$ cat config.mk
export PLATFORM = sky130hd
export DESIGN_NAME = dcm_queue
export DESIGN_NICKNAME = d
export VERILOG_FILES = /design/src/dcm_pkg.sv /design/src/dcm_queue.sv
export SDC_FILE = /design/constraint.sdc
export NUM_CORES = 1
export LEC_CHECK = 0
export BUFFER_PORTS_ARGS = -buffer_cell sky130_fd_sc_hd__buf_2
export CORE_MARGIN = 1.5
export CORE_UTILIZATION = 55
export DETAILED_ROUTE_END_ITERATION = 7
export PLACE_DENSITY = 0.84
export SETUP_SLACK_MARGIN = 0.5
export SLEW_MARGIN = 5
export SYNTH_ARGS = -nofsm -noshare
export SYNTH_HDL_FRONTEND = slang
export SYNTH_SLANG_ARGS = --single-unit
$ cat constraint.sdc
create_clock -name clk -period 7.9 [get_ports clk]
set_input_delay 0 -clock clk [delete_from_list [all_inputs] [get_ports clk]]
set_output_delay 0 -clock clk [all_outputs]
set_load 0.01 [all_outputs]
$ cat src/dcm_pkg.sv
`default_nettype none

package dcm_pkg;

  localparam int MAX_DEPTH   = 6;
  localparam int COUNT_BITS  = 16;
  localparam int SYM_BITS    = 3;
  localparam int NUM_SYMS    = 5;
  localparam int IDX_BITS    = SYM_BITS * MAX_DEPTH;
  localparam int TABLE_SIZE  = 1 << IDX_BITS;
  localparam int DEPTH_W     = 3;
  localparam int CFG_IDX_W   = 1;
  localparam int CFG_DATA_W  = 3;
  localparam int QUEUE_DEPTH = 2;
  localparam int QPTR_W      = $clog2(QUEUE_DEPTH);
  localparam int QCNT_W      = $clog2(QUEUE_DEPTH + 1);
  localparam int SYMPOS_W    = $clog2(MAX_DEPTH);

  // Nucleotide codes.
  localparam logic [SYM_BITS-1:0] SYM_A = 3'd0;
  localparam logic [SYM_BITS-1:0] SYM_C = 3'd1;
  localparam logic [SYM_BITS-1:0] SYM_T = 3'd2;
  localparam logic [SYM_BITS-1:0] SYM_G = 3'd3;
  localparam logic [SYM_BITS-1:0] SYM_N = 3'd4;

  // Request actions.
  localparam logic ACT_COUNT = 1'b0;
  localparam logic ACT_READ  = 1'b1;

  // Configuration register indexes.
  localparam logic [CFG_IDX_W-1:0] REG_DEPTH = 1'd0;
  localparam logic [CFG_IDX_W-1:0] REG_INV   = 1'd1;

  typedef logic [IDX_BITS-1:0] ctx_t;
  typedef logic [NUM_SYMS-1:0][COUNT_BITS-1:0] entry_t;

  // One classified request on its way from the front to the back.
  typedef struct packed {
    ctx_t                emit_idx;
    logic                bump;
    logic [SYM_BITS-1:0] sym;
    logic                inv_en;
    ctx_t                inv_idx;
    logic [SYM_BITS-1:0] inv_sym;
  } cmd_t;

  typedef enum logic [1:0] {
    ST_CLEAR,
    ST_IDLE,
    ST_EMIT,
    ST_BUMP
  } back_state_t;

  function automatic logic [SYM_BITS-1:0] complement(input logic [SYM_BITS-1:0] s);
    logic [SYM_BITS-1:0] r;
    unique case (s)
      SYM_A:   r = SYM_T;
      SYM_C:   r = SYM_G;
      SYM_T:   r = SYM_A;
      SYM_G:   r = SYM_C;
      default: r = SYM_N;
    endcase
    return r;
  endfunction

  function automatic ctx_t depth_mask(input logic [DEPTH_W-1:0] k);
    ctx_t m;
    m = '0;
    for (int p = 0; p < MAX_DEPTH; p++) begin
      if (p < int'(k)) m[p*SYM_BITS +: SYM_BITS] = '1;
    end
    return m;
  endfunction

  // Saturating increment of one count in an entry.
  function automatic entry_t count_inc(input entry_t e, input logic [SYM_BITS-1:0] s);
    entry_t r;
    r = e;
    for (int j = 0; j < NUM_SYMS; j++) begin
      if (int'(s) == j && e[j] != '1) r[j] = e[j] + COUNT_BITS'(1);
    end
    return r;
  endfunction

endpackage

`default_nettype wire

$ cat src/dcm_queue.sv
`default_nettype none

module dcm_queue (
  input  wire logic          clk,
  input  wire logic          rst,
  input  wire logic          push,
  input  wire dcm_pkg::cmd_t push_cmd,
  output logic               full,
  input  wire logic          pop,
  output logic               empty,
  output dcm_pkg::cmd_t      head
);

  dcm_pkg::cmd_t                 slots [dcm_pkg::QUEUE_DEPTH];
  logic [dcm_pkg::QPTR_W-1:0]    rd_ptr;
  logic [dcm_pkg::QPTR_W-1:0]    wr_ptr;
  logic [dcm_pkg::QCNT_W-1:0]    fill;

  assign full  = (fill == dcm_pkg::QCNT_W'(dcm_pkg::QUEUE_DEPTH));
  assign empty = (fill == '0);
  assign head  = slots[rd_ptr];

  always_ff @(posedge clk) begin
    if (push) begin
      slots[wr_ptr] <= push_cmd;
    end
  end

  always_ff @(posedge clk) begin
    if (rst) begin
      rd_ptr <= '0;
      wr_ptr <= '0;
      fill   <= '0;
    end else begin
      if (push) begin
        wr_ptr <= (wr_ptr == dcm_pkg::QPTR_W'(dcm_pkg::QUEUE_DEPTH - 1)) ? '0
                : wr_ptr + dcm_pkg::QPTR_W'(1);
      end
      if (pop) begin
        rd_ptr <= (rd_ptr == dcm_pkg::QPTR_W'(dcm_pkg::QUEUE_DEPTH - 1)) ? '0
                : rd_ptr + dcm_pkg::QPTR_W'(1);
      end
      if (push && !pop) begin
        fill <= fill + dcm_pkg::QCNT_W'(1);
      end else if (pop && !push) begin
        fill <= fill - dcm_pkg::QCNT_W'(1);
      end
    end
  end

endmodule

`default_nettype wire

Word-level counts from Yosys, hierarchy flattened
Memory sizes are Yosys's and may differ from the RTL's. A register that Yosys moved wholly into a read port is not among the register bits.
Index checks and enable logic that the tools add are counted.
{"block": "totals", "register_bits": 4, "ramBits": 88, "inputBits": 48, "output_inout_bits": 46, "word_cells": 23, "mem_count": 1}
{"block": "classes", "n_addsub": 4, "eq_ne": 1, "n_mux": 8, "n_reduce_logical": 6}
{"name": "slots", "words": 2, "word_bits": 44, "rd": 1, "rd_ports_with_merged_regs": 1, "write_ports": 1, "line": "dcm_queue.sv:14", "source": "dcm_pkg::cmd_t slots [dcm_pkg::QUEUE_DEPTH];"}
{"cell": "1-bit two-way mux", "count": 6}
{"cell": "2-bit two-way mux", "count": 2}
{"cell": "1-bit adder (second input constant)", "count": 2}
{"cell": "2-bit by 1-bit adder with 2-bit output (second input constant)", "count": 1}
{"cell": "2-bit == test (second input constant)", "count": 1}
{"cell": "1-bit logical AND", "count": 2}
{"cell": "1-bit zero test", "count": 2}
{"cell": "2-bit zero test", "count": 1}
{"cell": "2-bit nonzero test", "count": 1}
{"cell": "2-bit by 1-bit subtractor with 2-bit output (second input constant)", "count": 1}

Depth between registers and ports, before layout
Gate-level depths: netlist of run 1.
{"block": "logic_depth", "ltp_word": 4, "mapped_depth": 5, "mapped_depth_nobuf": 5}

Worst setup path after synthesis of run 1
Ideal clock, no wire load.
{"block": "synth_path", "path_kind": "reg2reg", "startpoint": "register wr_ptr", "endpoint": "memory slots[0][0] (netlist bit) (enable)", "setup_time_ns": 0.451, "arrival_time_ns": 2.295, "required_ns": 7.449, "setup_slack_ns": 5.154, "path_stages_with_launch": 2, "n_path_buf": 0, "synth_period_minus_slack_ns": 2.746, "path_cell_list": "dfxtp_1 -> nor2b_1"}
{"item": "start: declaration", "line": "dcm_queue.sv:16", "source": "logic [dcm_pkg::QPTR_W-1:0] wr_ptr;"}
{"item": "start signal: assignment", "line": "dcm_queue.sv:36", "source": "wr_ptr <= (wr_ptr == dcm_pkg::QPTR_W'(dcm_pkg::QUEUE_DEPTH - 1)) ? '0"}
{"item": "end: declaration", "line": "dcm_queue.sv:14"}
Straight into the memory's write port.

==> results of run 1 <==
[layout make-up]
| type | instances | area [µm²] | share of cell area [%] |
|---|---|---|---|
| well taps | 75 | 93.8 | 2.07 |
| multi-input cells | 60 | 608 | 13.4 |
| inverters | 1 | 3.75 | 0.0828 |
| clock buffers | 9 | 124 | 2.73 |
| repair buffers | 141 | 943 | 20.8 |
| flip-flops and latches | 93 | 2740 | 60.5 |
| clock inverters | 4 | 18.8 | 0.414 |
[per-layer routing]
layer  vias up  routed length, µm  GRT usage, %  part of all wire, %
met5         -                  0             0                    0
li1        902                  -             -                    -
met1       919               2400          23.0                   40
met3         6                363          5.51                  6.1
met4         0                 64          7.24                  1.1
met2        60               3170          32.5                   53
[repair_timing]
| action | in CTS | in global routing |
|---|---|---|
| hold buffers | 47 | 0 |
| endpoints found under the hold margin | 93 | 0 |
| buffers inserted | 0 | 0 |
[how the worst max path moves through the flow]
stage,from,end,slack [ns],cells past startpoint
finish,flip-flop,head[37],5.96,2
CTS,flip-flop,head[5],5.92,2
global placement,wr_ptr,slots[1][40],6.24,1
floorplan,wr_ptr,slots[0][0],5.15,1
global route,flip-flop,head[37],5.83,2
detailed placement,wr_ptr,slots[1][8],6.20,1
[per-stage QoR]
step	instance area (µm²)	setup slack [ns]	total power [W]	std cells
floorplan	3380	5.15	0.000662	159
CTS	4540	5.92	0.000971	383
detailed placement	3920	6.20	0.000711	323
global placement	3920	6.24	0.000707	323
finish	4540	5.96	0.000965	383
global route	4540	5.83	0.00101	383
[sequential cells by signal, summed over array words and instances (netlist names), named ones only]
name,cells
wr_ptr,1
rd_ptr,1
fill,2
slots,88
[power by group]
| part | internal, W | switching [W] | total, W |
|---|---|---|---|
| clock network | 0.000106 | 0.000140 | 0.000246 |
| logic | 0.0000708 | 0.0000575 | 0.000128 |
| registers | 0.000574 | 0.0000167 | 0.000590 |
| total | 0.000750 | 0.000215 | 0.000965 |
[logic make-up (layout without fill, tap and decap cells)]
group                      after synthesis  in the layout
muxes                                   44             44
DFF                                     93             93
xor gates and xnor gates                 4              4
AOI/OAI and AO/OA                        2              2
buffers and inverters                    6            155
and+or+nand+nor                          9              9
adders and majority gates                1              1
[synthesized netlist by cell type, drive strengths merged]
cell type / count
dfxtp: 5
mux2: 44
and2: 1
nor2: 5
and2b: 1
edfxtp: 88
buf: 5
or3: 1
xor2: 2
ha: 1
xnor2: 2
nor2b: 1
a21oi: 1
inv: 1
o21ai: 1
==> out/results.txt, run 1 <==
top cell family by delay on the critical path - flip-flops
Syn-to-layout area delta - 34.2%
Power Density - 213 nW/µm²
most common cell after layout, fill and taps aside - buf_2
Clk Latency, worst-skew pair - 0.34 ns
H-tree depth - 3
CTS root buffer - clkbuf_8
initial antenna violation count - 0
critical path class - flip-flop to output pin
fin. max-slew vios - 0
r2r endpoint - slots[1][12]
Compound-Gate Fraction of Synth Area - 0.296%
first-pass GRT wire length - 8920 µm
Synth Warn # - 0
largest family of logic cells by synthesized area - multiplexers
post-route ant nets - 0
crit path DAT - 1.94 ns
leakage - 1.73 nW
Finished Core Util - 76.6%
RSZ-0062 raised after global routing - false
mux contribution to synthesized area - 14.7%
Die W - 81.4 µm
vias per cell - 4.93
gr usage total - 19.1%
Worst R2R Start - wr_ptr
IO Pins - 94
Peak Freq - 516 MHz
cell type with the highest aggregate area in the netlist - edfxtp_1
max_slew headroom - 30.1%
Layout Nets - 355
routed via count - 1887
worst hold start - push_cmd[1]
largest net degree at the start of global routing - 45
worst path bufs/invs - 1
CTS tree - yes
top post-synthesis cells by area - edfxtp_1, mux2_2, dfxtp_1
Avg Cell Area, Syn - 21.3 µm²
fin crit share - 24.6%
most frequent cells in the layout - buf_2, edfxtp_1, dlygate4sd3_1, mux2_2, clkbuf_8
Critical Path End Type - output pin
CP max FO - 44
outcome - completed
Synth top area share - 78.2%
Post-Synth Adder-Cell Area - 0.370%
worst slew pin tran - 1.05 ns
min Tclk post-route - 1.94 ns
Fillers - 350
Syn Inst Count - 159
Longest Clk Path Bufs - 2
Die Y - 81.4 µm
layout cells sized above 1 - 49.4%
setup slack, reg-to-reg - 6.21 ns
Inserted Clock Buffers - 9
First-pass DRT Iterations - 4
synthesized flop and latch total - 93
WL final - 6000 µm
R2R depth - 1
clk sinks - 93
IO Port Bufs - 93
Slowest Stage Delay on Critical Path - 1.01 ns
Hold Violations, Final - 0
DP HPWL - 3460 µm
hold endpoint - slots[0][1]
drt drc - 0
Synth Area in Simple Gates - 1.37%
Finish-stage setup viols - 0
Setup Skew - 0.00608 ns
vias in the first global route - 1824
post-CTS sizing - 0
Worst Hold Path Cells - 2
Peak VDD IR - 155 µV
# rows - 28
DR WL/cell - 15.7 µm
Netlist cell types - 16
Detailed Route Iter0 Violations - 81
Post-Syn Nets - 208
Die ar. - 6630 µm²
CP Data Required Time - 7.90 ns
maxcap violations - 0
startpoint types - flip-flop
Worst path slowest cell - dfxtp_2
Post-Syn Area - 3380 µm²
Setup TNS Final - 0 ns
core region area - 5920 µm²
initial core utilization - 57.1%
number of diodes - 0
Worst-path clk slew - 0.08 ns
RD Place Congestion - 0.666
crit-path cells - mux2_2, buf_2
overflow left after global routing - 0
Post-Synth XOR/XNOR Area - 1.04%
worst hold path type - primary input to flip-flop
Min Hold Slack - 0.376 ns
sequential share of the synthesized area - 81.1%
Power figures use the tool's default switching activity.
==> run 2: changes to the inputs <==
- CORE_UTILIZATION: 55 -> 46
- PLACE_DENSITY: 0.84 -> 0.75
- clock period: 7.9 -> 1.6 ns (I/O delays scaled with it)
==> out/results.txt, run 2 (synthesis results as in run 1) <==
Clk Latency, worst-skew pair - 0.34 ns (about the same)
min Tclk post-route - 1.44 ns
first-pass GRT wire length - 9630 µm (was 8920 µm)
leakage - 1.82 nW (was 1.73 nW)
CTS tree - yes (unchanged)
outcome - completed (unchanged)
CTS root buffer - clkbuf_8 (unchanged)
vias in the first global route - 2122 (was 1824)
Biggest register - slots (unchanged)
most common cell after layout, fill and taps aside - buf_2 (unchanged)
clk sinks - 93 (unchanged)
Setup TNS Final - 0 ns (unchanged)
crit-path cells - clkbuf_16, mux2_2, buf_2 (was mux2_2, buf_2)
fin cells - 417 (was 383)
Peak Freq - 694 MHz
fin crit share - 90.0%
routed via count - 1936 (was 1887)
maxcap violations - 0 (unchanged)
Finished Core Util - 66.6% (was 76.6%)
Longest Clk Path Bufs - 2 (unchanged)
post-route ant nets - 0 (unchanged)
vias per cell - 4.64 (was 4.93)
top cell family by delay on the critical path - flip-flops (unchanged)
Syn-to-layout area delta - 41.3% (was 34.2%)
IO Port Bufs - 93 (unchanged)
largest net degree at the start of global routing - 25 (was 45)
Die Y - 88.7 µm (was 81.4 µm)
DR WL/cell - 15.8 µm (was 15.7 µm)
post-CTS setup buffer count - 0 (unchanged)
Finish-stage setup viols - 0 (unchanged)
H-tree depth - 3 (unchanged)
number of diodes - 0 (unchanged)
Setup Skew - 0.00581 ns (was 0.00608 ns)
Worst path slowest cell - dfxtp_4 (was dfxtp_2)
worst hold path type - primary input to flip-flop (unchanged)
Die W - 88.7 µm (was 81.4 µm)
initial core utilization - 47.1% (was 57.1%)
core region area - 7180 µm² (was 5920 µm²)
Largest regs - slots (88), fill (2) (unchanged)
WL final - 6600 µm (was 6000 µm)
worst path bufs/invs - 2 (was 1)
overflow left after global routing - 0 (unchanged)
CP max FO - 11 (was 44)
DP HPWL - 3800 µm (was 3460 µm)
Power Density - 1080 nW/µm² (was 213 nW/µm²)
crit path DAT - 1.44 ns (was 1.94 ns)
max reg flops - 88 (unchanged)
initial antenna violation count - 0 (unchanged)
Inserted Clock Buffers - 9 (unchanged)
CP Data Required Time - 1.60 ns (was 7.90 ns)
Detailed Route Iter0 Violations - 89 (was 81)
Hold Violations, Final - 0 (unchanged)
gr usage total - 17.0% (was 19.1%)
most frequent cells in the layout - buf_2, edfxtp_1, dlygate4sd3_1, mux2_2, clkbuf_8 (unchanged)
fin. max-slew vios - 0 (unchanged)
RSZ-0062 raised after global routing - true (was false)
# rows - 31 (was 28)
Critical Path End Type - output pin (unchanged)
startpoint types - flip-flop (unchanged)
max_slew headroom - 84.2% (was 30.1%)
placed cells - 352 (was 323)
drt drc - 0 (unchanged)
Layout Nets - 362 (was 355)
critical path class - flip-flop to output pin (unchanged)
layout cells sized above 1 - 52.5% (was 49.4%)
RD Place Congestion - 0.697 (was 0.666)
worst slew pin tran - 0.238 ns (was 1.05 ns)
First-pass DRT Iterations - 4 (unchanged)
IO Pins - 94 (unchanged)
Worst-path clk slew - 0.09 ns (was 0.08 ns)
Slowest Stage Delay on Critical Path - 0.42 ns (was 1.01 ns)
Die ar. - 7870 µm² (was 6630 µm²)
Fillers - 507 (was 350)
Peak VDD IR - 676 µV (was 155 µV)
## run 2: path summary, 6_finish.rpt
kind | from | end | slack [ns] | cells after the start
max | flip-flop | head[36] | 0.16 | 3
min | pop | fill[0] | 0.13 | 5
max reg2reg | wr_ptr | slots[1][30] | 0.52 | 2
min reg2reg | fill[1] | fill[1] | 0.53 | 2
## run 2: cell type report
class                           count  area [µm²]  share of cell area (%)
Sequential cell                    93        2750                    57.6
Timing Repair Buffer              148        1090                    22.9
Multi-Input combinational cell     60         608                    12.7
Clock buffer                        9         124                    2.59
Tap cell                           99         124                    2.59
Clock inverter                      7        72.6                    1.52
Inverter                            1        3.75                  0.0786
## run 2: through the flow
| step | hold slack, ns | setup WS [ns] | instance area, µm² | power (W) |
|---|---|---|---|---|
| 2_1_floorplan | 0.0650 | 0.194 | 3390 | 0.00327 |
| 3_3_place_gp | 0.188 | 0.446 | 3990 | 0.00351 |
| 3_5_place_dp | 0.191 | 0.425 | 3990 | 0.00353 |
| 4_1_cts | 0.119 | 0.146 | 4700 | 0.00514 |
| 5_1_grt | 0.167 | 0.108 | 4780 | 0.00538 |
| 6_report | 0.133 | 0.160 | 4780 | 0.00516 |
## run 2: worst min-delay path, delay by kind of cell
| family | cells | cell delay, ns |
|---|---|---|
| simple gates | 1 | 0.07 |
| xor+xnor | 1 | 0.07 |
| fa+ha+maj | 1 | 0.15 |
| buf+inv | 2 | 0.16 |
## run 2: metal layers
layer	GRT usage [%]	vias up	share of wire [%]
li1	-	926	-
met1	18.3	940	40
met2	29.8	54	54
met5	0	-	0
met3	4.57	16	3.6
met4	10.5	0	2.2
## run 2: timing repair
item,4_1_cts,5_1_grt
pin swaps,0,0
hold endpoints to repair,93,0
hold buffers,47,0
cloned,0,2
setup endpoints to repair,119,89
resized for setup,11,7
## run 2: power by group
group          leakage (nW)  switching [W]  internal (W)
registers             0.869      0.0000497       0.00283
logic                 0.856       0.000341      0.000411
clock network        0.0960       0.000804      0.000727
