**config.mk**
```make
export PLATFORM = sky130hd
export DESIGN_NAME = dcm_front
export DESIGN_NICKNAME = d
export VERILOG_FILES = /design/src/dcm_pkg.sv /design/src/dcm_front.sv
export SDC_FILE = /design/constraint.sdc
export NUM_CORES = 1
export LEC_CHECK = 0
export ABC_AREA = 1
export BUFFER_PORTS_ARGS = -buffer_cell sky130_fd_sc_hd__buf_2
export CAP_MARGIN = 30
export CORE_MARGIN = 8
export CORE_UTILIZATION = 56
export DETAILED_ROUTE_END_ITERATION = 7
export GPL_ROUTABILITY_DRIVEN = 0
export GPL_TIMING_DRIVEN = 1
export PLACE_DENSITY = 0.87
export SETUP_SLACK_MARGIN = 0.1
export SYNTH_ARGS = -nofsm -noshare
export SYNTH_HDL_FRONTEND = slang
export SYNTH_SLANG_ARGS = --single-unit
```
**constraint.sdc**
```tcl
create_clock -name clk -period 7.2 [get_ports clk]
set_input_delay 0.72 -clock clk [delete_from_list [all_inputs] [get_ports clk]]
set_output_delay 0.72 -clock clk [all_outputs]
set_load 0.1 [all_outputs]
```
**src/dcm_pkg.sv**
```systemverilog
`default_nettype none

package dcm_pkg;

  localparam int MAX_DEPTH   = 6;
  localparam int COUNT_BITS  = 16;
  localparam int SYM_BITS    = 3;
  localparam int NUM_SYMS    = 5;
  localparam int IDX_BITS    = SYM_BITS * MAX_DEPTH;
  localparam int TABLE_SIZE  = 1 << IDX_BITS;
  localparam int DEPTH_W     = 3;
  localparam int CFG_IDX_W   = 1;
  localparam int CFG_DATA_W  = 3;
  localparam int QUEUE_DEPTH = 2;
  localparam int QPTR_W      = $clog2(QUEUE_DEPTH);
  localparam int QCNT_W      = $clog2(QUEUE_DEPTH + 1);
  localparam int SYMPOS_W    = $clog2(MAX_DEPTH);

  // Nucleotide codes.
  localparam logic [SYM_BITS-1:0] SYM_A = 3'd0;
  localparam logic [SYM_BITS-1:0] SYM_C = 3'd1;
  localparam logic [SYM_BITS-1:0] SYM_T = 3'd2;
  localparam logic [SYM_BITS-1:0] SYM_G = 3'd3;
  localparam logic [SYM_BITS-1:0] SYM_N = 3'd4;

  // Request actions.
  localparam logic ACT_COUNT = 1'b0;
  localparam logic ACT_READ  = 1'b1;

  // Configuration register indexes.
  localparam logic [CFG_IDX_W-1:0] REG_DEPTH = 1'd0;
  localparam logic [CFG_IDX_W-1:0] REG_INV   = 1'd1;

  typedef logic [IDX_BITS-1:0] ctx_t;
  typedef logic [NUM_SYMS-1:0][COUNT_BITS-1:0] entry_t;

  // One classified request on its way from the front to the back.
  typedef struct packed {
    ctx_t                emit_idx;
    logic                bump;
    logic [SYM_BITS-1:0] sym;
    logic                inv_en;
    ctx_t                inv_idx;
    logic [SYM_BITS-1:0] inv_sym;
  } cmd_t;

  typedef enum logic [1:0] {
    ST_CLEAR,
    ST_IDLE,
    ST_EMIT,
    ST_BUMP
  } back_state_t;

  function automatic logic [SYM_BITS-1:0] complement(input logic [SYM_BITS-1:0] s);
    logic [SYM_BITS-1:0] r;
    unique case (s)
      SYM_A:   r = SYM_T;
      SYM_C:   r = SYM_G;
      SYM_T:   r = SYM_A;
      SYM_G:   r = SYM_C;
      default: r = SYM_N;
    endcase
    return r;
  endfunction

  function automatic ctx_t depth_mask(input logic [DEPTH_W-1:0] k);
    ctx_t m;
    m = '0;
    for (int p = 0; p < MAX_DEPTH; p++) begin
      if (p < int'(k)) m[p*SYM_BITS +: SYM_BITS] = '1;
    end
    return m;
  endfunction

  // Saturating increment of one count in an entry.
  function automatic entry_t count_inc(input entry_t e, input logic [SYM_BITS-1:0] s);
    entry_t r;
    r = e;
    for (int j = 0; j < NUM_SYMS; j++) begin
      if (int'(s) == j && e[j] != '1) r[j] = e[j] + COUNT_BITS'(1);
    end
    return r;
  endfunction

endpackage

`default_nettype wire

```
**src/dcm_front.sv**
```systemverilog
`default_nettype none

module dcm_front (
  input  wire logic                                clk,
  input  wire logic                                rst,
  input  wire logic                                cfg_write,
  input  wire logic [dcm_pkg::CFG_IDX_W-1:0]       cfg_index,
  input  wire logic [dcm_pkg::CFG_DATA_W-1:0]      cfg_data,
  input  wire logic                                item_valid,
  output logic                                     item_stall,
  input  wire logic                                action,
  input  wire logic [dcm_pkg::SYM_BITS-1:0]        symbol,
  input  wire logic [dcm_pkg::IDX_BITS-1:0]        context_index,
  input  wire logic                                clearing,
  input  wire logic                                queue_full,
  output logic                                     push,
  output dcm_pkg::cmd_t                            push_cmd
);

  logic [dcm_pkg::DEPTH_W-1:0]  depth_cfg;
  logic                         inverted_repeat;
  dcm_pkg::ctx_t                window;

  logic [dcm_pkg::DEPTH_W-1:0]  k;
  dcm_pkg::ctx_t                ctx;
  dcm_pkg::ctx_t                inv;
  logic [dcm_pkg::SYM_BITS-1:0] syms [dcm_pkg::MAX_DEPTH];
  logic                         sym_ok;

  assign item_stall = clearing || queue_full;
  assign push       = item_valid && !item_stall;
  assign sym_ok     = (symbol <= dcm_pkg::SYM_N);

  always_comb begin
    if (depth_cfg == '0) begin
      k = dcm_pkg::DEPTH_W'(1);
    end else if (int'(depth_cfg) > dcm_pkg::MAX_DEPTH) begin
      k = dcm_pkg::DEPTH_W'(dcm_pkg::MAX_DEPTH);
    end else begin
      k = depth_cfg;
    end
  end

  assign ctx = window & dcm_pkg::depth_mask(k);

  // The reverse complement puts the new symbol's complement in the oldest
  // slot and reverses and complements the remaining context symbols.
  always_comb begin
    inv = '0;
    for (int p = 0; p < dcm_pkg::MAX_DEPTH; p++) begin
      syms[p] = ctx[p*dcm_pkg::SYM_BITS +: dcm_pkg::SYM_BITS];
    end
    for (int p = 0; p < dcm_pkg::MAX_DEPTH; p++) begin
      if (p + 1 < int'(k)) begin
        inv[p*dcm_pkg::SYM_BITS +: dcm_pkg::SYM_BITS] =
          dcm_pkg::complement(syms[dcm_pkg::SYMPOS_W'(int'(k) - 2 - p)]);
      end else if (p + 1 == int'(k)) begin
        inv[p*dcm_pkg::SYM_BITS +: dcm_pkg::SYM_BITS] = dcm_pkg::complement(symbol);
      end
    end
  end

  always_comb begin
    push_cmd = '0;
    if (action == dcm_pkg::ACT_READ) begin
      push_cmd.emit_idx = context_index;
    end else begin
      push_cmd.emit_idx = ctx;
      push_cmd.bump     = sym_ok;
      push_cmd.sym      = symbol;
      push_cmd.inv_en   = sym_ok && inverted_repeat;
      push_cmd.inv_idx  = inv;
      push_cmd.inv_sym  = dcm_pkg::complement(syms[dcm_pkg::SYMPOS_W'(int'(k) - 1)]);
    end
  end

  always_ff @(posedge clk) begin
    if (rst) begin
      depth_cfg       <= dcm_pkg::DEPTH_W'(dcm_pkg::MAX_DEPTH);
      inverted_repeat <= 1'b0;
      window          <= '0;
    end else begin
      if (cfg_write && cfg_index == dcm_pkg::REG_DEPTH) begin
        depth_cfg <= cfg_data;
      end
      if (cfg_write && cfg_index == dcm_pkg::REG_INV) begin
        inverted_repeat <= cfg_data[0];
      end
      if (push && action == dcm_pkg::ACT_COUNT && sym_ok) begin
        window <= {window[dcm_pkg::IDX_BITS-dcm_pkg::SYM_BITS-1:0], symbol};
      end
    end
  end

endmodule

`default_nettype wire

```
* Yosys cells after proc, flatten, opt, wreduce, memory -nomap -nowiden
Index checks and enable logic that the tools add are counted.
** Word-level totals
- Bits in registers :: 22
- Input bits :: 32
- Output and inout bits :: 46
- Word-level logic and storage cells :: 134
** Operators by class
- $lt $le $gt $ge :: 16
- Eq/ne operators :: 30
- Reduce and logical (&&, ||, !) cells :: 17
- Bitwise gates (word level) :: 10
- Add/sub/neg operators :: 7
- Mux-type cells :: 51
** Operators with widths (count)
- $mux W3 :: 34
- $pmux W3 S4 :: 8
- $bmux W3 S3 :: 7
- $eq A3 B2 Y1 const B :: 16
- $ge A3 B4 Y1 const B :: 7
- $logic_not A3 Y1 :: 9
- $mux W26 :: 1
- $eq A3 B1 Y1 const B :: 8
- $not A3 Y3 :: 7
- $and A18 B18 Y18 :: 1
- $mux W18 :: 1
- $eq A3 B3 Y1 const A :: 4
- $sub A3 B3 Y3 const B :: 4
- $lt A3 B3 Y1 const A :: 3
- $eq A2 B3 Y1 const A :: 2
- $logic_and A1 B1 Y1 :: 6
- $lt A1 B3 Y1 const A :: 2
- $lt A2 B3 Y1 const A :: 2
- $sub A3 B2 Y3 const B :: 2
- $gt A3 B3 Y1 const B :: 1
- $le A3 B3 Y1 const B :: 1
- $sub A3 B1 Y3 const B :: 1
- $not A1 Y1 :: 2
- $logic_not A1 Y1 :: 1
- $logic_or A1 B1 Y1 :: 1

* Longest topological paths before layout
Gate-level depths: netlist (run 1).
- Depth after elaboration :: 13
- Gate-level depth with buffers :: 16
- Mapped depth without buffers :: 14

* Worst setup path after synthesis (run 1)
OpenSTA, ideal clock, no wires.
- Path type :: register to output
- From :: register depth_cfg[1] (netlist bit)
- To :: output push_cmd[1] (netlist bit)
- Path slack :: 2435 ps
- Data arrival time :: 4045 ps
- Required time :: 6480 ps
- Cell stages (with the launch flop) :: 15
- Cells stage by stage :: dfxtp_1 > ha_1 > buf_6 > inv_4 > nand2_4 > nand2_8 > buf_6 > ha_1 > buf_2 > inv_1 > buf_2 > nand3_1 > nand3_1 > o21ai_2 > nor3_1
** RTL lines
- start, declared :: line dcm_front.sv:20 : logic [dcm_pkg::DEPTH_W-1:0] depth_cfg;
- start signal, assigned :: line dcm_front.sv:79 : depth_cfg <= dcm_pkg::DEPTH_W'(dcm_pkg::MAX_DEPTH);
- start signal, assigned :: line dcm_front.sv:84 : depth_cfg <= cfg_data;
- end, declared :: line dcm_front.sv:17 : output dcm_pkg::cmd_t push_cmd

==> results of run 1 <==
worst min-delay path by stage:
stage / depth (start not counted) / slack (ps) / endpoint
3_3_place_gp: 2 / 460 / inverted_repeat
4_1_cts: 2 / 460 / inverted_repeat
3_5_place_dp: 2 / 450 / inverted_repeat
2_1_floorplan: 2 / 430 / inverted_repeat
5_1_grt: 2 / 500 / inverted_repeat
6_report: 2 / 460 / inverted_repeat
sequential cells by signal, summed over array words and instances, names as in the netlist:
signal	cells
inverted_repeat	1
depth_cfg	3
window	18
cell families after synthesis:
family          share of synthesized area
buf+inv                             0.120
compound gates                      0.190
xor+xnor                           0.0138
fa+ha+maj                          0.0613
simple gates                        0.435
flops                               0.180
layout by cell type (no fill, tap or decap):
cell	instances
o22ai_1	2
a2bb2oi_1	1
o21ai_2	3
nor2_2	1
nand2_1	125
a21boi_1	2
ha_1	12
nor2_4	1
o21ai_1	3
clkinv_1	1
clkbuf_8	4
a21oi_2	1
nand3_1	45
o211ai_2	1
buf_2	77
nand2_2	4
a21oi_4	1
nand3_2	5
a21oi_1	24
inv_1	37
xnor2_2	1
xnor2_1	1
o211ai_1	4
dfxtp_1	22
nand2_8	2
or2_2	1
o21ai_0	40
nand4_1	6
nor3_2	1
nor2_1	35
nand2_4	3
and2_1	1
nor3_1	3
inv_2	3
inv_4	2
xor2_1	1
tightest hold or removal path: cells and delay by family (launching register included):
| family | cells | cell delay [ps] |
|---|---|---|
| flops | 1 | 300 |
| buf+inv | 1 | 60 |
| compound gates | 1 | 60 |
layout make-up:
type / count / area share
timing repair buffer: 77 / 0.136
tap: 52 / 0.0230
sequential: 22 / 0.156
clock buffer: 4 / 0.0195
multi-input combinational: 330 / 0.607
inverter: 43 / 0.0588
per-layer routing:
| metal | part of all wire | track usage | vias to the layer above |
|---|---|---|---|
| li1 | - | - | 1478 |
| met1 | 0.41 | 0.275 | 1319 |
| met2 | 0.46 | 0.376 | 161 |
| met3 | 0.094 | 0.0216 | 31 |
| met4 | 0.034 | 0.114 | 0 |
| met5 | 0 | 0 | - |
power by group:
group          total, mW  internal (mW)  leakage, nW  switching, mW
clock network     0.0862         0.0487       0.0288         0.0375
logic              0.302         0.0582         1.31          0.244
registers          0.130          0.126        0.179        0.00446
metrics by stage:
stage / hold slack [ps] / total power, mW
floorplan: 431 / 0.388
global placement: 457 / 0.430
detailed placement: 453 / 0.433
CTS: 465 / 0.518
global route: 503 / 0.544
finish: 461 / 0.518
==> results.py, run 1 <==
metrics = {
    "yosys": {
        "synth_cell_types": 37,
        "ys_ff_latch": 22,
        "synth_cells": 415,
        "synth.most_common_cell": "nand2_1",
        "ys_warn_count": 0,
        "synth-seq-area-share": 0.180,
        "syn_area_per_cell_um2": 5.91,
        "syn-num-nets": 459,
        "synth_top_area_frac": 0.191,
        "yosys-top-cells-area": "nand2_1, dfxtp_1, nand3_1",
        "synthesis.area_mm2": 0.00245,
        "synthTopCellsByCount": "nand2_1, nand3_1, o21ai_0",
        "synthFlopType": "dfxtp_1",
        "yosys.area.top_type": "nand2_1",
        "ys_async_sr_fraction": 0,
        "synth_enable_flop_cells": 0,
    },
    "worst_hold_path": {
        "min_from": "inverted_repeat",
        "hold_path.class": "reg -> reg",
    },
    "clock_tree": {
        "cts-root-buf": "clkbuf_8",
        "htree_levels": 1,
        "cts_sinks": 22,
        "insertion_delay_ps": 260,
        "tritoncts": "yes",
        "cts.repair.resized": 0,
        "cts_buffers": 3,
        "clk_pin_slew_worst_paths_ps": 70,
        "clockBufferDepth": 2,
        "cts_hold_buf": 0,
        "post_cts_buffers": 0,
    },
    "cells_and_area": {
        "regArea_um2": 440,
        "stdcell_area_mm2": 0.00283,
        "fin_util": 0.659,
        "multi_input_area_mm2": 0.00172,
        "diodes": 0,
        "nFillCells": 408,
        "drive_above_1_share": 0.233,
        "syn2layout_area_growth_pct": 15.4,
        "layoutNonFillerInstCount": 528,
        "fin_nets": 521,
    },
    "floorplanning": {
        "die_h_um": 82.2,
        "coreArea_mm2": 0.00429,
        "die-area_mm2": 0.00675,
        "ioPinCount": 78,
        "dieWidth_um": 82.2,
        "start_util": 0.571,
        "std_cell_rows": 24,
    },
    "power": {
        "powerDensity_mw_per_mm2": 183,
        "p_leak_nw": 1.52,
        "max-vdd-ir-drop_v": 0.000159,
    },
    "timing": {
        "setup_ws_ps": 2990,
        "fmax_mhz": 238,
        "drv_slew": 0,
        "fin_crit_ps": 4210,
        "hold_violations": 0,
        "rsz0062_at_grt": "false",
        "worst_clock_skew_ps": 4.50,
        "fin_setup_tns_ps": 0,
        "relSlewSlack": 0.567,
        "period_share": 0.584,
        "setup_viol": 0,
        "tightest_slew_ps": 650,
    },
    "critical_path": {
        "r2r_cells": 2,
        "crit_family": "buffers and inverters",
        "r2r_setup_slack_ps": 6280,
        "crit_path_end_kind": "output pin",
        "cp.arrival_ps": 3490,
        "worst-path-stages": 13,
        "endpoint": "push_cmd[7]",
        "startpoint_type": "register",
        "crit_type": "reg -> out",
        "critical_path_buf_inv_count": 5,
        "critPathSlowestCell": "dfxtp_1",
        "cp_max_fo": 16,
        "r2r-end": "depth_cfg[2]",
        "path_cells": "ha_1 -> inv_4 -> a21oi_4 -> inv_2 -> ha_1 -> inv_1 -> nor2_1 -> inv_1 -> nor2_1 -> a21oi_2 -> nand3_1 -> a21oi_1 -> buf_2",
        "slowest_delay_ps": 450,
        "rr_startpoint": "depth_cfg[2]",
        "cp-startpoint": "depth_cfg[1]",
        "cp.required_ps": 6480,
    },
    "place": {
        "hpwl_um": 6000,
        "preCtsSetupSlack_ps": 3310,
        "place_area_mm2": 0.00277,
        "dp.cells": 524,
        "io_buffers": 77,
    },
    "routing": {
        "routedWlPerCell_um": 14.3,
        "drc": 0,
        "drtIter0Drc": 343,
        "drt_first_pass_iters": 5,
        "routed_wl_um": 7560,
        "ant_nets": 0,
        "via_count": 2989,
        "via_per_inst": 5.66,
    },
    "grt": {
        "grt_max_degree": 41,
        "grt_pass1_vias": 2753,
        "antenna_found_initial": 0,
        "grt-ovfl-total": 0,
        "grt_pass1_wl_um": 12200,
        "grt_use_total": 0.223,
    },
    "run_status": {
        "status": "finished, final reports clean",
    },
    "flow_run": {
        "maxCapViolCount": 0,
    },
}
No activity file was read; power rests on OpenSTA's default activity.
==> run 2, diff against run 1 <==
--- a/config.mk
+++ b/config.mk
@@ -9,11 +9,11 @@
 export BUFFER_PORTS_ARGS = -buffer_cell sky130_fd_sc_hd__buf_2
 export CAP_MARGIN = 30
 export CORE_MARGIN = 8
-export CORE_UTILIZATION = 56
+export CORE_UTILIZATION = 47
 export DETAILED_ROUTE_END_ITERATION = 7
 export GPL_ROUTABILITY_DRIVEN = 0
 export GPL_TIMING_DRIVEN = 1
-export PLACE_DENSITY = 0.87
+export PLACE_DENSITY = 0.78
 export SETUP_SLACK_MARGIN = 0.1
 export SYNTH_ARGS = -nofsm -noshare
 export SYNTH_HDL_FRONTEND = slang
==> constraint.sdc (replaced) <==
create_clock -name clk -period 3.4 [get_ports clk]
set_input_delay 0.34 -clock clk [delete_from_list [all_inputs] [get_ports clk]]
set_output_delay 0.34 -clock clk [all_outputs]
set_load 0.1 [all_outputs]
==> run 2 against run 1 <==
Clock skew is 0.95 ps higher. Die area is 15% higher. Power grew 120%. Count of clock-buffer cells in the layout down 1. Hold slack worse by 160 ps.
==> results.py, run 2 (synthesis results as in run 1) <==
metrics = {
    "grt": {
        "grt_pass1_wl_um": 12500,
        "grt_max_degree": 41,
        "grt-ovfl-total": 0,
        "grt_pass1_vias": 2680,
        "antenna_found_initial": 0,
        "grt_use_total": 0.199,
    },
    "timing": {
        "fin_crit_ps": 3060,
        "drv_slew": 0,
        "fmax_mhz": 327,
        "hold_violations": 0,
        "setup_viol": 0,
        "relSlewSlack": 0.498,
        "period_share": 0.901,
        "tightest_slew_ps": 752,
        "rsz0062_at_grt": "false",
        "worst_clock_skew_ps": 5.44,
    },
    "clock_tree": {
        "insertion_delay_ps": 260,
        "clockBufferDepth": 2,
        "tritoncts": "yes",
        "cts_hold_buf": 0,
        "cts_sinks": 22,
        "htree_levels": 1,
        "cts-root-buf": "clkbuf_8",
        "cts_buffers": 3,
        "clk_pin_slew_worst_paths_ps": 70,
    },
    "floorplanning": {
        "ioPinCount": 78,
        "die_h_um": 88.2,
        "die-area_mm2": 0.00778,
        "dieWidth_um": 88.2,
        "start_util": 0.483,
        "coreArea_mm2": 0.00507,
        "std_cell_rows": 26,
    },
    "place": {
        "place_area_mm2": 0.00302,
        "hpwl_um": 6330,
        "io_buffers": 77,
    },
    "routing": {
        "drc": 0,
        "routed_wl_um": 8030,
        "ant_nets": 0,
        "drt_first_pass_iters": 5,
        "drtIter0Drc": 315,
        "routedWlPerCell_um": 14.5,
        "via_per_inst": 5.37,
        "via_count": 2963,
    },
    "cells_and_area": {
        "syn2layout_area_growth_pct": 27.3,
        "fin_nets": 528,
        "largest_registers": "window: 18 flops, depth_cfg: 3 flops, inverted_repeat: 1 flops",
        "final_cell_mix": "nand2_1, buf_2, nand3_1",
        "fin_util": 0.615,
        "largest_reg_flops": 18,
        "top_register": "window",
        "final_common_cell": "nand2_1",
        "diodes": 0,
        "nFillCells": 502,
        "drive_above_1_share": 0.276,
        "stdcell_area_mm2": 0.00312,
    },
    "worst_hold_path": {
        "hold_path_end": "depth_cfg[2]",
        "min_from": "cfg_data[2]",
        "hold_path_depth": 3,
        "hold_path.class": "in -> reg",
    },
    "critical_path": {
        "r2r_setup_slack_ps": 2420,
        "cp_max_fo": 10,
        "startpoint_type": "register",
        "crit_type": "reg -> out",
        "cp.required_ps": 3060,
        "r2r_cells": 3,
        "rr_startpoint": "depth_cfg[2]",
        "cp.arrival_ps": 2720,
        "r2r-end": "depth_cfg[2]",
        "crit_path_end_kind": "output pin",
    },
    "run_status": {
        "status": "finished, final reports clean",
    },
    "power": {
        "p_total_mw": 1.16,
        "p_leak_nw": 1.58,
        "powerDensity_mw_per_mm2": 371,
        "max-vdd-ir-drop_v": 0.000254,
    },
    "flow_run": {
        "maxCapViolCount": 0,
    },
}
-- run 2: cell types whose count changed in the layout (fill, tap and decap cells not counted), moves of 3 or more --
cell,before,now
buf_12,0,9
buf_2,77,68
buf_4,0,7
o21ai_0,40,33
o21ai_1,3,10
a21oi_1,24,21
-- run 2: critical path: stages, from the launching register on --
cell and delay, ps:
dfxtp_2 400, clkinvlp_4 180, nand2_8 140, inv_2 60
a21oi_4 120, inv_2 90, ha_2 440, clkinvlp_4 220
nor2_1 180, inv_1 50, nor2_1 120, a21oi_2 60
nand2_1 50, nand3_1 60, inv_1 100, buf_12 180
-- run 2: metrics by stage --
stage | TNS [ps] | hold slack (ps) | cells | worst slack [ps]
3_5_place_dp | 0 | 459 | 545 | 284
6_report | 0 | 305 | 552 | 338
2_1_floorplan | -741 | 431 | 415 | -300
5_1_grt | 0 | 330 | 552 | 145
4_1_cts | 0 | 310 | 548 | 106
3_3_place_gp | 0 | 452 | 545 | 382
-- run 2: worst max path at each step --
stage            startpoint      endpoint  slack [ps]  depth (start not counted)
5_1_grt        depth_cfg[2]   push_cmd[8]         150                         15
2_1_floorplan  depth_cfg[1]  push_cmd[12]        -300                         16
3_3_place_gp   depth_cfg[1]   push_cmd[7]         380                         13
4_1_cts        depth_cfg[1]  push_cmd[13]         110                         13
3_5_place_dp   depth_cfg[1]  push_cmd[13]         280                         13
6_report       depth_cfg[2]   push_cmd[8]         340                         15
-- run 2: area by class of cell --
class | count | area [µm²] | area share
multi-input combinational | 330 | 1800 | 0.577
timing repair buffer | 84 | 573 | 0.184
sequential | 22 | 443 | 0.142
inverter | 43 | 174 | 0.0557
tap | 70 | 87.6 | 0.0281
clock buffer | 3 | 41.3 | 0.0132
-- run 2: what timing repair did --
action / CTS / global route
pin swaps: 0 / 0
gates resized for setup: 1 / 7
buffers inserted: 0 / 4
endpoints found under the setup margin: 8 / 9
-- run 2: metal layers --
layer | up-vias | wire [µm] | GRT usage
li1 | 1483 | - | -
met1 | 1322 | 3440 | 0.264
met2 | 145 | 3800 | 0.336
met3 | 13 | 710 | 0.0214
met4 | 0 | 82 | 0.0430
met5 | - | 0 | 0
-- run 2: where the power goes --
part	total, mW	internal (mW)	switching (mW)
Combinational	0.721	0.180	0.541
Clock	0.159	0.0791	0.0796
Sequential	0.278	0.267	0.0108
Total	1.16	0.526	0.631
==> run 3, diff against run 2 <==
--- a/config.mk
+++ b/config.mk
@@ -12,8 +12,9 @@
 export CORE_UTILIZATION = 47
 export DETAILED_ROUTE_END_ITERATION = 7
 export GPL_ROUTABILITY_DRIVEN = 0
-export GPL_TIMING_DRIVEN = 1
+export GPL_TIMING_DRIVEN = 0
 export PLACE_DENSITY = 0.78
+export REMOVE_ABC_BUFFERS = 1
 export SETUP_SLACK_MARGIN = 0.1
 export SYNTH_ARGS = -nofsm -noshare
 export SYNTH_HDL_FRONTEND = slang
==> run 3 against run 2 <==
Global-route usage decreased by 0.38 points. Hold slack got worse by 7.7 ps. Clock power increased by 53%. Non-clock buffer count decreased by 4. Clock skew increased by 0.68 ps. Final area decreased by 5.3%. Critical endpoint is now push_cmd[7].
==> results.py, run 3 (synthesis results as in run 1) <==
metrics = {
    "run_status": {
        "status": "finished, final reports clean",
    },
    "clock_tree": {
        "insertion_delay_ps": 260,
        "clk_pin_slew_worst_paths_ps": 80,
        "cts_buffers": 3,
        "tritoncts": "yes",
        "cts-root-buf": "clkbuf_8",
        "htree_levels": 1,
        "cts_sinks": 22,
        "clockBufferDepth": 2,
    },
    "timing": {
        "fin_setup_tns_ps": 0,
        "hold_slack_ps": 297,
        "tightest_slew_ps": 688,
        "relSlewSlack": 0.542,
        "fin_crit_ps": 3130,
        "setup_viol": 0,
        "drv_slew": 0,
        "setup_ws_ps": 271,
        "period_share": 0.920,
        "worst_clock_skew_ps": 6.12,
        "fmax_mhz": 320,
        "hold_violations": 0,
        "rsz0062_at_grt": "true",
    },
    "power": {
        "max-vdd-ir-drop_v": 0.000292,
        "p_sw_uw": 620,
        "p_sw_frac": 0.523,
        "p_leak_nw": 1.53,
        "p_int_uw": 564,
        "powerDensity_mw_per_mm2": 401,
        "seqPwrFrac": 0.234,
        "p_comb_frac": 0.561,
        "p_total_mw": 1.18,
        "clkPwrFrac": 0.205,
    },
    "grt": {
        "grt_use_total": 0.196,
        "grt_max_degree": 41,
        "antenna_found_initial": 0,
        "grt_pass1_wl_um": 12300,
        "grt-ovfl-total": 0,
        "grt_pass1_vias": 2720,
    },
    "critical_path": {
        "crit_type": "reg -> out",
        "cp_max_fo": 23,
        "r2r_setup_slack_ps": 2490,
        "rr_startpoint": "depth_cfg[2]",
        "cp.required_ps": 3060,
        "startpoint_type": "register",
        "r2r_cells": 2,
        "crit_path_end_kind": "output pin",
        "cp.arrival_ps": 2790,
        "r2r-end": "depth_cfg[2]",
        "slowest_delay_ps": 420,
        "critPathSlowestCell": "dfxtp_2",
        "path_cells": "ha_4 -> inv_4 -> nand2_4 -> nand2_8 -> inv_4 -> ha_1 -> xor2_2 -> nor2_1 -> inv_1 -> nor2_1 -> a21oi_2 -> nand3_1 -> a21oi_1 -> buf_6",
    },
    "place": {
        "preCtsSetupSlack_ps": -235,
        "dp.cells": 542,
        "io_buffers": 77,
        "hpwl_um": 5980,
        "place_area_mm2": 0.00280,
    },
    "cells_and_area": {
        "stdcell_area_mm2": 0.00295,
        "largest_registers": "window: 18 flops, depth_cfg: 3 flops, inverted_repeat: 1 flops",
        "multi_input_area_mm2": 0.00174,
        "top_register": "window",
        "diodes": 0,
        "layoutNonFillerInstCount": 549,
        "nFillCells": 501,
        "syn2layout_area_growth_pct": 20.5,
        "fin_util": 0.582,
        "final_common_cell": "nand2_1",
        "fin_nets": 524,
        "final_cell_mix": "nand2_1, buf_2, nand3_1",
        "largest_reg_flops": 18,
        "regArea_um2": 443,
        "drive_above_1_share": 0.253,
    },
    "floorplanning": {
        "start_util": 0.483,
        "die-area_mm2": 0.00778,
        "dieWidth_um": 88.2,
        "std_cell_rows": 26,
        "die_h_um": 88.2,
        "ioPinCount": 78,
        "coreArea_mm2": 0.00507,
    },
    "worst_hold_path": {
        "hold_path_end": "depth_cfg[1]",
        "hold_path.class": "in -> reg",
        "min_from": "cfg_data[1]",
        "hold_path_depth": 3,
    },
    "routing": {
        "drc": 0,
        "via_per_inst": 5.50,
        "drt_first_pass_iters": 6,
        "routed_wl_um": 7990,
        "drtIter0Drc": 245,
        "via_count": 3018,
        "routedWlPerCell_um": 14.6,
        "ant_nets": 0,
    },
    "flow_run": {
        "maxCapViolCount": 0,
    },
}
run 3: cell count changes in the layout (fill, tap and decap cells not counted), sizes merged:
cell	before	now
clkbuf	3	4
inv	40	41
clkinvlp	2	1
bufinv	0	1
buf	84	79
run 3: worst max-delay path: cells and delay by family (launching register included):
family | cells | cell delay, ps
buf+inv | 4 | 600
compound gates | 2 | 300
flops | 1 | 420
simple gates | 5 | 480
fa+ha+maj | 2 | 470
xor+xnor | 1 | 240
run 3: power by group through the flow:
stage / Clock (mW) / Sequential, mW / Combinational (mW)
2_1_floorplan: 0 / 0.279 / 0.525
3_3_place_gp: 0 / 0.281 / 0.633
3_5_place_dp: 0 / 0.282 / 0.638
4_1_cts: 0.245 / 0.276 / 0.652
5_1_grt: 0.255 / 0.279 / 0.703
6_report: 0.243 / 0.277 / 0.664
run 3: worst max path at each step:
stage                             from          end  slack [ps]  cells past startpoint
after global routing      depth_cfg[1]  push_cmd[7]          80                     14
after detailed placement  depth_cfg[1]  push_cmd[7]        -240                     13
after global placement    depth_cfg[1]  push_cmd[7]        -210                     13
after floorplan           depth_cfg[1]  push_cmd[1]       -1190                     10
final                     depth_cfg[1]  push_cmd[7]         270                     14
after CTS                 depth_cfg[1]  push_cmd[7]          70                     14
run 3: cell type report:
type                    instances  share of cell area
clock inverters                 1              0.0102
repair buffers                 80               0.150
clock buffers                   3              0.0140
flip-flops and latches         22               0.150
multi-input cells             330               0.589
well taps                      70              0.0296
inverters                      43              0.0576
run 3: timing repair:
action	in CTS	in global routing
hold buffers	0	0
buffers inserted	1	2
resized for setup	13	8
setup endpoints to repair	11	11
pin swaps	1	0
run 3: per-layer routing:
layer,global-route usage,vias up,part of all wire
met3,0.0214,34,0.082
li1,-,1481,-
met5,0,-,0
met1,0.237,1351,0.42
met2,0.335,152,0.46
met4,0.0922,0,0.041
